### src/hdl/gct_pkg.sv
// gct_pkg: shared types, codes and sizes of the grow-only counter table
// used by gct_front, gct_back and grow_only_counter_table_core
package gct_pkg;

  // table size default and its allowed range is 1 to 64
  localparam int unsigned MAX_ENTRIES_DEF = 16;

  // depth of the command queue between front and back
  localparam int unsigned CMD_DEPTH = 4;

  localparam int unsigned ID_W  = 16;
  localparam int unsigned CNT_W = 64;

  // command codes as they arrive on the cmd field
  typedef enum logic [1:0] {
    OP_INC   = 2'd0,
    OP_MERGE = 2'd1,
    OP_SNAP  = 2'd2,
    OP_DELTA = 2'd3
  } op_e;

  // sequencer states of the back end
  typedef enum logic [3:0] {
    ST_IDLE,
    ST_INC,
    ST_MRG0,
    ST_RD,
    ST_CMP,
    ST_UPD,
    ST_APPEND,
    ST_SUM,
    ST_RESULT,
    ST_SNAP0,
    ST_SNAP_RD,
    ST_SNAP_EMIT,
    ST_DELTA
  } st_e;

  // classified command handed from front to back
  typedef struct packed {
    op_e              op;
    logic [ID_W-1:0]  nid;
    logic [CNT_W-1:0] amt;
    logic             amt_nz;
  } cmd_t;

  // one result item
  typedef struct packed {
    logic [ID_W-1:0]  node;
    logic [CNT_W-1:0] count;
    logic             valid;
    logic             last;
    logic             changed;
    logic             full;
    logic [CNT_W-1:0] total;
    logic [CNT_W-1:0] local_total;
  } res_t;

  // queue handshake between front and back
  typedef struct packed {
    logic avail;
  } q_stat_t;

endpackage

### src/hdl/gct_ram.sv
// gct_ram: generic single write port, single read port RAM with registered read
// no dependencies
module gct_ram #(
  parameter int unsigned WIDTH = 16,
  parameter int unsigned DEPTH = 16,
  localparam int unsigned AW = (DEPTH > 1) ? $clog2(DEPTH) : 1
) (
  input  logic             clk_i,
  input  logic             we_i,
  input  logic [AW-1:0]    waddr_i,
  input  logic [WIDTH-1:0] wdata_i,
  input  logic [AW-1:0]    raddr_i,
  output logic [WIDTH-1:0] rdata_o
);

  logic [WIDTH-1:0] mem [DEPTH];

  // write port and registered read port
  always_ff @(posedge clk_i) begin
    if (we_i) begin
      mem[waddr_i] <= wdata_i;
    end
    rdata_o <= mem[raddr_i];
  end

endmodule

### src/hdl/gct_front.sv
// gct_front: accepts input items, classifies them and queues them for the back end
// depends on gct_pkg
module gct_front #(
  parameter int unsigned DEPTH = gct_pkg::CMD_DEPTH
) (
  input  logic                      clk_i,
  input  logic                      rst_ni,
  input  logic                      push,
  output logic                      full,
  input  logic [1:0]                cmd_i,
  input  logic [gct_pkg::ID_W-1:0]  node_id_i,
  input  logic [gct_pkg::CNT_W-1:0] amount_i,
  output gct_pkg::cmd_t             cmd_o,
  output gct_pkg::q_stat_t          stat_o,
  input  logic                      take_i
);

  localparam int unsigned PW = (DEPTH > 1) ? $clog2(DEPTH) : 1;
  localparam int unsigned CW = $clog2(DEPTH + 1);

  gct_pkg::cmd_t mem_q [DEPTH];
  gct_pkg::cmd_t cls;
  logic [PW-1:0] wr_ptr_q, wr_ptr_d, rd_ptr_q, rd_ptr_d;
  logic [CW-1:0] cnt_q, cnt_d;
  logic          do_push, do_pop;

  // classify the incoming item
  always_comb begin
    cls.op     = gct_pkg::op_e'(cmd_i);
    cls.nid    = node_id_i;
    cls.amt    = amount_i;
    cls.amt_nz = (amount_i != '0);
  end

  assign full         = (cnt_q == CW'(DEPTH));
  assign stat_o.avail = (cnt_q != '0);
  assign do_push      = push && !full;
  assign do_pop       = take_i && stat_o.avail;
  assign cmd_o        = mem_q[rd_ptr_q];

  // pointer and fill count update
  always_comb begin
    wr_ptr_d = wr_ptr_q;
    rd_ptr_d = rd_ptr_q;
    cnt_d    = cnt_q;
    if (do_push) begin
      wr_ptr_d = (wr_ptr_q == PW'(DEPTH - 1)) ? '0 : wr_ptr_q + 1'b1;
    end
    if (do_pop) begin
      rd_ptr_d = (rd_ptr_q == PW'(DEPTH - 1)) ? '0 : rd_ptr_q + 1'b1;
    end
    if (do_push && !do_pop) begin
      cnt_d = cnt_q + 1'b1;
    end else if (do_pop && !do_push) begin
      cnt_d = cnt_q - 1'b1;
    end
  end

  always_ff @(posedge clk_i or negedge rst_ni) begin
    if (!rst_ni) begin
      wr_ptr_q <= '0;
      rd_ptr_q <= '0;
      cnt_q    <= '0;
    end else begin
      wr_ptr_q <= wr_ptr_d;
      rd_ptr_q <= rd_ptr_d;
      cnt_q    <= cnt_d;
    end
  end

  // queue storage
  always_ff @(posedge clk_i) begin
    if (do_push) begin
      mem_q[wr_ptr_q] <= cls;
    end
  end

endmodule

### src/hdl/gct_back.sv
// gct_back: table storage and sequencer that carries out queued commands
// depends on gct_pkg and gct_ram
module gct_back #(
  parameter int unsigned MAX_ENTRIES = gct_pkg::MAX_ENTRIES_DEF
) (
  input  logic                     clk_i,
  input  logic                     rst_ni,
  input  logic                     cfg_we_i,
  input  logic [gct_pkg::ID_W-1:0] cfg_data_i,
  input  gct_pkg::cmd_t            cmd_i,
  input  gct_pkg::q_stat_t         stat_i,
  output logic                     take_o,
  output gct_pkg::res_t            res_o,
  output logic                     res_valid_o,
  input  logic                     pop_i
);

  localparam int unsigned IDX_W = (MAX_ENTRIES > 1) ? $clog2(MAX_ENTRIES) : 1;
  localparam int unsigned USE_W = $clog2(MAX_ENTRIES + 1);

  gct_pkg::st_e  state_q, state_d;
  gct_pkg::cmd_t cmd_q, cmd_d;
  gct_pkg::res_t res_q, res_d;
  logic          res_valid_q;
  logic          emit, out_free;

  logic [gct_pkg::ID_W-1:0]  local_id_q;
  logic [IDX_W-1:0]          idx_q, idx_d;
  logic [USE_W-1:0]          used_q, used_d;
  logic                      dirty_q, dirty_d;
  logic [gct_pkg::CNT_W-1:0] sum_q, sum_d;
  logic [gct_pkg::CNT_W-1:0] lcnt_q, lcnt_d;
  logic [gct_pkg::CNT_W-1:0] cur_q, cur_d;
  logic [gct_pkg::CNT_W-1:0] diff_q, diff_d;
  logic                      changed_q, changed_d;
  logic                      full_q, full_d;

  logic                      id_we, cnt_we;
  logic [IDX_W-1:0]          waddr;
  logic [gct_pkg::ID_W-1:0]  id_rdata;
  logic [gct_pkg::CNT_W-1:0] cnt_rdata;
  logic                      idx_is_last;

  // remote slots; slot zero lives in local_id_q and lcnt_q
  gct_ram #(
    .WIDTH(gct_pkg::ID_W),
    .DEPTH(MAX_ENTRIES)
  ) u_id_ram (
    .clk_i  (clk_i),
    .we_i   (id_we),
    .waddr_i(waddr),
    .wdata_i(cmd_q.nid),
    .raddr_i(idx_q),
    .rdata_o(id_rdata)
  );

  gct_ram #(
    .WIDTH(gct_pkg::CNT_W),
    .DEPTH(MAX_ENTRIES)
  ) u_cnt_ram (
    .clk_i  (clk_i),
    .we_i   (cnt_we),
    .waddr_i(waddr),
    .wdata_i(cmd_q.amt),
    .raddr_i(idx_q),
    .rdata_o(cnt_rdata)
  );

  assign out_free    = !res_valid_q || pop_i;
  assign idx_is_last = ((USE_W'(idx_q) + 1'b1) == used_q);
  assign res_o       = res_q;
  assign res_valid_o = res_valid_q;

  // sequencer next state and datapath
  always_comb begin
    state_d   = state_q;
    cmd_d     = cmd_q;
    idx_d     = idx_q;
    used_d    = used_q;
    dirty_d   = dirty_q;
    sum_d     = sum_q;
    lcnt_d    = lcnt_q;
    cur_d     = cur_q;
    diff_d    = diff_q;
    changed_d = changed_q;
    full_d    = full_q;
    take_o    = 1'b0;
    id_we     = 1'b0;
    cnt_we    = 1'b0;
    waddr     = idx_q;
    emit      = 1'b0;
    res_d             = '0;
    res_d.total       = sum_q;
    res_d.local_total = lcnt_q;

    unique case (state_q)
      gct_pkg::ST_IDLE: begin
        if (stat_i.avail) begin
          take_o    = 1'b1;
          cmd_d     = cmd_i;
          changed_d = 1'b0;
          full_d    = 1'b0;
          diff_d    = '0;
          unique case (cmd_i.op)
            gct_pkg::OP_INC:   state_d = gct_pkg::ST_INC;
            gct_pkg::OP_MERGE: state_d = gct_pkg::ST_MRG0;
            gct_pkg::OP_SNAP:  state_d = gct_pkg::ST_SNAP0;
            gct_pkg::OP_DELTA: state_d = gct_pkg::ST_DELTA;
            default:           state_d = gct_pkg::ST_IDLE;
          endcase
        end
      end
      // local increment
      gct_pkg::ST_INC: begin
        lcnt_d    = lcnt_q + cmd_q.amt;
        sum_d     = sum_q + cmd_q.amt;
        dirty_d   = 1'b1;
        changed_d = cmd_q.amt_nz;
        state_d   = gct_pkg::ST_RESULT;
      end
      // merge: slot zero is searched first
      gct_pkg::ST_MRG0: begin
        if (cmd_q.nid == local_id_q) begin
          idx_d   = '0;
          cur_d   = lcnt_q;
          state_d = gct_pkg::ST_UPD;
        end else if (used_q > USE_W'(1)) begin
          idx_d   = IDX_W'(1);
          state_d = gct_pkg::ST_RD;
        end else begin
          state_d = gct_pkg::ST_APPEND;
        end
      end
      gct_pkg::ST_RD: begin
        state_d = gct_pkg::ST_CMP;
      end
      gct_pkg::ST_CMP: begin
        if (id_rdata == cmd_q.nid) begin
          cur_d   = cnt_rdata;
          state_d = gct_pkg::ST_UPD;
        end else if (!idx_is_last) begin
          idx_d   = idx_q + 1'b1;
          state_d = gct_pkg::ST_RD;
        end else begin
          state_d = gct_pkg::ST_APPEND;
        end
      end
      // keep the larger count
      gct_pkg::ST_UPD: begin
        if (cmd_q.amt > cur_q) begin
          diff_d    = cmd_q.amt - cur_q;
          changed_d = 1'b1;
          if (idx_q == '0) begin
            lcnt_d = cmd_q.amt;
          end else begin
            cnt_we = 1'b1;
          end
        end
        state_d = gct_pkg::ST_SUM;
      end
      // unknown id: append or flag a full table
      gct_pkg::ST_APPEND: begin
        if (used_q < USE_W'(MAX_ENTRIES)) begin
          waddr     = used_q[IDX_W-1:0];
          id_we     = 1'b1;
          cnt_we    = 1'b1;
          used_d    = used_q + 1'b1;
          diff_d    = cmd_q.amt;
          changed_d = 1'b1;
          state_d   = gct_pkg::ST_SUM;
        end else begin
          full_d  = 1'b1;
          state_d = gct_pkg::ST_RESULT;
        end
      end
      gct_pkg::ST_SUM: begin
        sum_d   = sum_q + diff_q;
        state_d = gct_pkg::ST_RESULT;
      end
      // single status result for increment and merge
      gct_pkg::ST_RESULT: begin
        if (out_free) begin
          emit          = 1'b1;
          res_d.last    = 1'b1;
          res_d.changed = changed_q;
          res_d.full    = full_q;
          state_d       = gct_pkg::ST_IDLE;
        end
      end
      // snapshot walks the used slots in order
      gct_pkg::ST_SNAP0: begin
        if (out_free) begin
          emit        = 1'b1;
          res_d.node  = local_id_q;
          res_d.count = lcnt_q;
          res_d.valid = 1'b1;
          res_d.last  = (used_q == USE_W'(1));
          if (used_q == USE_W'(1)) begin
            state_d = gct_pkg::ST_IDLE;
          end else begin
            idx_d   = IDX_W'(1);
            state_d = gct_pkg::ST_SNAP_RD;
          end
        end
      end
      gct_pkg::ST_SNAP_RD: begin
        state_d = gct_pkg::ST_SNAP_EMIT;
      end
      gct_pkg::ST_SNAP_EMIT: begin
        if (out_free) begin
          emit        = 1'b1;
          res_d.node  = id_rdata;
          res_d.count = cnt_rdata;
          res_d.valid = 1'b1;
          res_d.last  = idx_is_last;
          if (idx_is_last) begin
            state_d = gct_pkg::ST_IDLE;
          end else begin
            idx_d   = idx_q + 1'b1;
            state_d = gct_pkg::ST_SNAP_RD;
          end
        end
      end
      // delta: local entry once per dirty period
      gct_pkg::ST_DELTA: begin
        if (out_free) begin
          emit       = 1'b1;
          res_d.last = 1'b1;
          if (dirty_q) begin
            res_d.node  = local_id_q;
            res_d.count = lcnt_q;
            res_d.valid = 1'b1;
          end
          dirty_d = 1'b0;
          state_d = gct_pkg::ST_IDLE;
        end
      end
      default: state_d = gct_pkg::ST_IDLE;
    endcase
  end

  // control and table state registers
  always_ff @(posedge clk_i or negedge rst_ni) begin
    if (!rst_ni) begin
      state_q     <= gct_pkg::ST_IDLE;
      local_id_q  <= '0;
      used_q      <= USE_W'(1);
      dirty_q     <= 1'b0;
      sum_q       <= '0;
      lcnt_q      <= '0;
      idx_q       <= '0;
      changed_q   <= 1'b0;
      full_q      <= 1'b0;
      res_valid_q <= 1'b0;
    end else begin
      state_q   <= state_d;
      used_q    <= used_d;
      dirty_q   <= dirty_d;
      sum_q     <= sum_d;
      lcnt_q    <= lcnt_d;
      idx_q     <= idx_d;
      changed_q <= changed_d;
      full_q    <= full_d;
      if (cfg_we_i) begin
        local_id_q <= cfg_data_i;
      end
      if (emit) begin
        res_valid_q <= 1'b1;
      end else if (pop_i) begin
        res_valid_q <= 1'b0;
      end
    end
  end

  // payload registers
  always_ff @(posedge clk_i) begin
    cmd_q  <= cmd_d;
    cur_q  <= cur_d;
    diff_q <= diff_d;
    if (emit) begin
      res_q <= res_d;
    end
  end

endmodule

### src/hdl/grow_only_counter_table_core.sv
// grow_only_counter_table_core: top level of the grow-only counter table
// depends on gct_pkg, gct_front, gct_back and gct_ram
//
// Usage:
// - Input queue: drive cmd_i, node_id_i, amount_i with push; a transfer takes
//   place on a clock edge with push high and full low. Commands wait in a
//   four deep queue, so the sender is held off only when that queue fills.
// - Result queue: while empty is low the oldest result sits on the result
//   ports; pop high at a clock edge takes it. A stalled receiver freezes the
//   sequencer at its next result while the input queue keeps filling.
// - Configuration: cfg_valid_i/cfg_data_i set the local node id; cfg_ready_o
//   is always high. Write it only while no command is in flight.
// - Steps per command, from the idle state that picks it up: increment ST_INC,
//   ST_RESULT; snapshot emits slot zero, then ST_SNAP_RD, ST_SNAP_EMIT per
//   further slot; delta ST_DELTA; merge ST_MRG0, ST_RD and ST_CMP per remote
//   slot searched (the id search reads one table slot at a time through the RAM
//   read port), ST_UPD or ST_APPEND, ST_SUM unless the table is full, ST_RESULT.
// - Reset: the table holds only the local entry with count zero, the total is
//   zero, the dirty mark is clear and both queues are empty. No clearing pass
//   is needed; slots beyond the fill count are never read.
module grow_only_counter_table_core #(
  parameter int unsigned MAX_ENTRIES = gct_pkg::MAX_ENTRIES_DEF
) (
  input  logic                      clk_i,
  input  logic                      rst_ni,
  // configuration write channel
  input  logic                      cfg_valid_i,
  output logic                      cfg_ready_o,
  input  logic [gct_pkg::ID_W-1:0]  cfg_data_i,
  // input queue side
  input  logic                      push,
  output logic                      full,
  input  logic [1:0]                cmd_i,
  input  logic [gct_pkg::ID_W-1:0]  node_id_i,
  input  logic [gct_pkg::CNT_W-1:0] amount_i,
  // result queue side
  output logic                      empty,
  input  logic                      pop,
  output logic [gct_pkg::ID_W-1:0]  entry_node_o,
  output logic [gct_pkg::CNT_W-1:0] entry_count_o,
  output logic                      entry_valid_o,
  output logic                      last_o,
  output logic                      changed_o,
  output logic                      table_full_o,
  output logic [gct_pkg::CNT_W-1:0] total_o,
  output logic [gct_pkg::CNT_W-1:0] local_total_o
);

  gct_pkg::cmd_t    cmd;
  gct_pkg::q_stat_t stat;
  gct_pkg::res_t    res;
  logic             take;
  logic             res_valid;

  assign cfg_ready_o = 1'b1;

  // command intake and queue
  gct_front #(
    .DEPTH(gct_pkg::CMD_DEPTH)
  ) u_front (
    .clk_i    (clk_i),
    .rst_ni   (rst_ni),
    .push     (push),
    .full     (full),
    .cmd_i    (cmd_i),
    .node_id_i(node_id_i),
    .amount_i (amount_i),
    .cmd_o    (cmd),
    .stat_o   (stat),
    .take_i   (take)
  );

  // table and sequencer
  gct_back #(
    .MAX_ENTRIES(MAX_ENTRIES)
  ) u_back (
    .clk_i      (clk_i),
    .rst_ni     (rst_ni),
    .cfg_we_i   (cfg_valid_i && cfg_ready_o),
    .cfg_data_i (cfg_data_i),
    .cmd_i      (cmd),
    .stat_i     (stat),
    .take_o     (take),
    .res_o      (res),
    .res_valid_o(res_valid),
    .pop_i      (pop)
  );

  // result ports
  assign empty         = !res_valid;
  assign entry_node_o  = res.node;
  assign entry_count_o = res.count;
  assign entry_valid_o = res.valid;
  assign last_o        = res.last;
  assign changed_o     = res.changed;
  assign table_full_o  = res.full;
  assign total_o       = res.total;
  assign local_total_o = res.local_total;

endmodule

### config.mk
export PLATFORM = sky130hd
export DESIGN_NAME = grow_only_counter_table_core
export DESIGN_NICKNAME = d
export VERILOG_FILES = /design/src/hdl/gct_pkg.sv /design/src/hdl/gct_ram.sv /design/src/hdl/gct_front.sv /design/src/hdl/gct_back.sv /design/src/hdl/grow_only_counter_table_core.sv
export SDC_FILE = /design/constraint.sdc
export NUM_CORES = 2
export LEC_CHECK = 0
export BUFFER_PORTS_ARGS = -buffer_cell sky130_fd_sc_hd__buf_2
export CORE_ASPECT_RATIO = 1.4
export CORE_MARGIN = 4
export CORE_UTILIZATION = 56
export DETAILED_ROUTE_END_ITERATION = 6
export GPL_ROUTABILITY_DRIVEN = 1
export GPL_TIMING_DRIVEN = 0
export PLACE_DENSITY = 0.76
export SLEW_MARGIN = 20
export SYNTH_ARGS = -nofsm -noshare
export SYNTH_HDL_FRONTEND = slang
export SYNTH_HIERARCHICAL = 1
export SYNTH_SLANG_ARGS = --single-unit
### constraint.sdc
create_clock -name clk_i -period 10 [get_ports clk_i]
set_clock_uncertainty 0.05 [all_clocks]
set_input_delay 1.5 -clock clk_i [delete_from_list [all_inputs] [get_ports clk_i]]
set_output_delay 1.5 -clock clk_i [all_outputs]
set_load 0.02 [all_outputs]
* Word level (Yosys, flattened, before mapping) *
Memory sizes are Yosys's and may differ from the RTL's. A register that Yosys moved wholly into a read port is not among the register bits.
Cells that the tools add are included.

operators by class
  add/sub/neg operators = 11
  order comparisons = 3
  eq/ne operators = 36
  mux-type cells = 70
  reductions and logical operators = 38

operators with widths
  kind                  count
  $mux W64              7
  $pmux W64 S2          3
  $mux W82              3
  $pmux W81 S3          1
  $add A64 B64 Y64      3
  $pmux W64 S3          1
  $mux W81              1
  $mux W4               18
  $gt A64 B64 Y1        1
  $reduce_bool A64 Y1   1
  $sub A64 B64 Y64      1
  $pmux W4 S11          1
  $eq A16 B16 Y1        2
  $pmux W4 S4           2
  $mux W1               21
  $eq A4 B4 Y1 const B  5
  $ne A2 B1 Y1 const B  9
  $eq A4 B3 Y1 const B  4
  $mux W3               5
  $reduce_bool A2 Y1    7
  $reduce_and A4 Y1     3
  $reduce_and A3 Y1     3
  $eq A2 B2 Y1 const B  4
  $eq A4 B2 Y1 const B  2
  29 further kinds      50

word-level totals
  bits in registers = 589
  memory bits (writable) = 1612
  input bits = 103
  output and inout port bits = 215
  logic and storage cells = 187
  memories = 3

memory list
  name                  depth  width  rd ports  clocked after memory_dff  write ports  line             source
  u_back.u_cnt_ram.mem  16     64     1         1                         1            gct_ram.sv:16    logic [WIDTH-1:0] mem [DEPTH];
  u_front.mem_q         4      83     1         0                         1            gct_front.sv:21  gct_pkg::cmd_t mem_q [DEPTH];
  u_back.u_id_ram.mem   16     16     1         1                         1            gct_ram.sv:16

* Depth between registers and ports, before layout *
  word-level depth = 7
  depth in mapped cells = 20

* By module *
Netlist, hierarchy kept.

modules (own cells, without submodules)
  module                        instances  cells an instance  area an instance (um^2)
  gct_ram at u_back.u_cnt_ram   1          1647               39581.7
  gct_back                      1          3370               33961.3
  gct_front                     1          492                12597.1
  gct_ram at u_back.u_id_ram    1          432                10042.1
  grow_only_counter_table_core  1          3                  15.0

* Worst setup path after synthesis *
Ideal clock, no wire load.

  path kind = input-to-reg
  start point = input port pop
  end point = register u_back.res_q, in the netlist u_back/res_o[0], enable pin
  setup time = 0.790 ns
  arrival = 10.607 ns
  data required time = 9.160 ns
  setup slack = -1.447 ns
  stages = 3
  buffers on the path = 0
  cell sequence = nand2b_1 > nand2_1 > nor2_1

on the way
  word-level cells in the longest chain between the ends = 3

RTL lines
  item                   line                                source
  start, declared        grow_only_counter_table_core.sv:38  input logic pop,
  $logic_or A1 B1 Y1     gct_back.sv:69                      assign out_free = !res_valid_q || pop_i;
  $mux W1 (2 in series)  -
  via u_back.emit        gct_back.sv:25                      logic emit, out_free;
  end signal, assigned   gct_back.sv:281                     res_q <= res_d;
  end, declared          gct_back.sv:23                      gct_pkg::res_t res_q, res_d;

The timed path passes the listed nets, and every way through them passes these cells.
A chain may end at the register's enable or synchronous reset.

* Worst setup path after layout *
  start point = register u_back.state_q[1]
  end point = register u_back/sum_q[50] in the netlist's numbering

on the way
  word-level cells in the longest chain between the ends = 2

RTL lines
  item                                                       line             source
  start, declared                                            gct_back.sv:21   gct_pkg::st_e state_q, state_d;
  start signal, assigned                                     gct_back.sv:245  state_q <= gct_pkg::ST_IDLE;
  start signal, assigned                                     gct_back.sv:256  state_q <= state_d;
  $eq A4 B3 Y1 / $eq A4 B1 Y1 (equally long branches)        gct_back.sv:96   unique case (state_q)
  $pmux W64 S2 / $reduce_bool A2 Y1 (equally long branches)  -
  end signal, assigned                                       gct_back.sv:259  sum_q <= sum_d;
  end, declared                                              gct_back.sv:31   logic [gct_pkg::CNT_W-1:0] sum_q, sum_d;

Parallel ways exist; a longest one is shown, timed or not.

==> metrics.yaml <==
synth-seq-area-share: 0.6950
crit_chain: "clkbuf_1 -> buf_1 -> nand3_1 -> clkbuf_1 -> mux2_2 -> ha_1 -> inv_1 -> fa_1 -> nor2b_1 -> o21ai_0 -> nand2b_1 -> a21oi_1 -> o31ai_2 -> a41o_1 -> a31oi_1 -> nor2_1 -> o41ai_2 -> o21ai_0 -> xnor2_1 -> o21ai_0"
vias_per_cell: 6.446
ctsHoldBuffers: 0
hold_viol_final: 0
row_count: 179
ys.flop_type: "edfxtp_1"
cpMaxStageDelayCell: "nand3_1"
clkPwrFrac: 0.215
core-area_sq_mm: 0.1704
seq_area_sq_mm: 0.06686
wl_per_cell_um: 30.92
synth_area_leaders: "edfxtp_1 63%, mux4_2 9.2%, dfrtp_1 4.3%"
cpMostUsedCell: "o21ai_0"
synth_top_area_share: 0.6346
fmax_ghz: 0.1356
die_h_um: 498.4
drive_above_1_share: 0.2036
netlist_area_sq_mm: 0.09620
yosys_warnings: 6
antenna_found_initial: 25
gp_congestion: 0.9592
grt_pass1_wl_um: 404000
htreeDepth: 4
ioPinCount: 318
setup_tns_ns: 0
clockBufferDepth: 3
postCtsResizedCells: 0
dpl_cell_area_sq_mm: 0.1029
io_buffers: 315
p_sw_mw: 13.86
drt-total-wl_um: 279300
ir_worst_vdd_mv: 0.2526
p_per_area_mw_per_mm2: 334.5
drtPass1Iterations: 6
cts_root_buf: "clkbuf_16"
synth_common_cells: "2033 x edfxtp_1, 648 x nand2_1, 393 x mux4_2, 274 x o21ai_0, 256 x a21oi_1"
endpoint_kind: "flop"
cp.depth: 20
crit_buf_inv: 4
clk_latency_ns: 0.86
relSlewSlack: 0.1654
die-area_sq_mm: 0.1786
seqPwrFrac: 0.409
whs_path_depth: 1
worst_slew_pin_slew_ns: 1.252
outcome: "completed"
holdWs_ns: 0.4233
cts_tree: "done"
p_int_mw: 22.78
yosysMostFrequentCell: "edfxtp_1"
critPathKind: "flop to flop"
hpwl_um: 195400
n_fill_cell: 11580
p_leak_nw: 38.63
syn_avg_cell_area_sq_um: 16.18
startpoint_type: "flop"
synth_top_area_cell: "edfxtp_1"
cts.sinks: 2281
ant_nets: 0
multi_input_area_sq_mm: 0.02772
hp-class: "flop to flop"
nNetsFinal: 6895
post_cts_buffers: 0
post-route-period-util: 0.7374
reg2regPathDepth: 20
synth_edf_count: 2033
synth_cell_type_count: 93
cp.arrival_ns: 8.02
die_w_um: 358.3
switching_share: 0.3782
cts_buffers: 202
clk_pin_slew_ns: 0.07
syn_to_final_growth_pct: 13.88
grt_start_max_net_pins: 73
grt.total_usage: 0.3131
ys_seq_elements: 2281
max_stage_delay_ns: 0.85
synth_fp_nets: 6251
slew_violations: 0
setup_viol: 0
maxCapViolations: 0
combinationalPowerShare: 0.376
min_period_ns: 7.374
path_delay_family: "compound AO/OA/AOI/OAI gates"
crit_fanout: 10
syn_inst: 5944
grt_overflow: 0
drc: 0
initialDrtViolationCount: 7357
dr_total_vias: 58230
async_flop_share: 0.07365
first_global_vias: 58750
rsz0062_at_grt: "false"
initial_core_util: 0.5644
postLayoutCellArea_sq_mm: 0.1096
cp.required_ns: 10.65
[flip-flops by register name (all words and copies together) (netlist names), 2 cells and up]
| name | count |
|---|---|
| u_back/u_cnt_ram/rdata_o | 64 |
| u_back/local_id_q | 16 |
| u_back/u_id_ram/rdata_o | 16 |
| u_back/idx_q | 4 |
| u_back/diff_q | 64 |
| u_back/res_o | 212 |
| u_front/mem_q | 332 |
| u_back/u_cnt_ram/mem | 1024 |
| u_back/used_q | 5 |
| u_back/cur_q | 64 |
| u_back/u_id_ram/mem | 256 |
| u_front/cnt_q | 3 |
| u_back/sum_q | 64 |
| u_back/state_q | 4 |
| u_front/wr_ptr_q | 2 |
| u_back/cmd_q | 81 |
| u_front/rd_ptr_q | 2 |
| u_back/lcnt_q | 64 |
[final cells by class]
class,count,area share
flip-flops and latches,2281,0.6103
multi-input cells,3251,0.2530
clock buffers,264,0.04927
repair buffers,440,0.03246
well taps,2262,0.02583
plain buffers,298,0.01344
clock inverters,112,0.01158
inverters,114,0.003906
diodes,12,0.0002741
[routing by layer]
layer	wire length (um)	up-vias	track usage
met5	206	-	0
met4	17110	30	0.1552
met3	22460	825	0.05487
met2	143500	3462	0.5420
met1	96100	29280	0.3789
li1	-	24640	-
[worst paths after layout]
kind                                         from                   end  slack, ns
worst min register to register   u_back/sum_q[63]      u_back/sum_q[63]       0.42
min in group asynchronous                  rst_ni      u_back/sum_q[15]       0.51
worst min-delay path             u_back/sum_q[63]      u_back/sum_q[63]       0.42
worst max register to register  u_back/state_q[1]      u_back/sum_q[50]       2.63
max in group asynchronous                  rst_ni  u_back/local_id_q[1]       8.50
worst max-delay path            u_back/state_q[1]      u_back/sum_q[50]       2.63
[through the flow]
stage | total power, mW | setup WS (ns) | util | cells
final | 36.64 | 2.626 | 0.6428 | 9034
after global placement | 28.13 | -3.627 | 0.5903 | 8521
after detailed placement | 28.55 | 2.748 | 0.6035 | 8646
after global routing | 38.39 | 2.401 | 0.6427 | 9026
after floorplan | 23.77 | 1.775 | - | 5944
after CTS | 36.55 | 2.721 | 0.6426 | 9022
[cells in the final DEF, fill, tap and decap left out, types with 25 or more instances in the layout]
master and n:
nor2_1 156, dfxtp_1 80, edfxtp_1 2033, a31oi_1 33, nand4_1 56, inv_1 114, xnor2_1 135, a21o_1 145
nand2_1 648, mux4_2 393, nor2b_1 25, nand3_1 47, nor3_1 30, dfrtp_1 167, clkbuf_16 202, xor2_1 85
nand2b_1 34, mux2_2 84, o21ai_0 272, buf_12 36, a22oi_1 161, a22o_1 85, o21bai_1 34, clkinv_2 38
buf_2 343, a21oi_1 256, buf_6 43, clkinv_1 25, buf_16 26, ha_1 200, buf_4 54, clkbuf_1 253
[power by group through the flow]
stage | clock [mW] | combinational (mW) | sequential, mW
finish | 7.88 | 13.8 | 15.0
global route | 8.40 | 14.8 | 15.2
global placement | 0 | 13.0 | 15.1
floorplan | 0 | 9.49 | 14.3
detailed placement | 0 | 13.5 | 15.1
CTS | 7.97 | 13.6 | 14.9
[cells by family after synthesis]
group | share of synthesized area
simple gates | 0.05374
buf+inv | 0.01969
compound gates | 0.07814
flops | 0.6950
xor+xnor | 0.02003
other cells | 0.00003898
mux | 0.1065
fa+ha+maj | 0.02685
No activity file was read; power rests on OpenSTA's default activity.
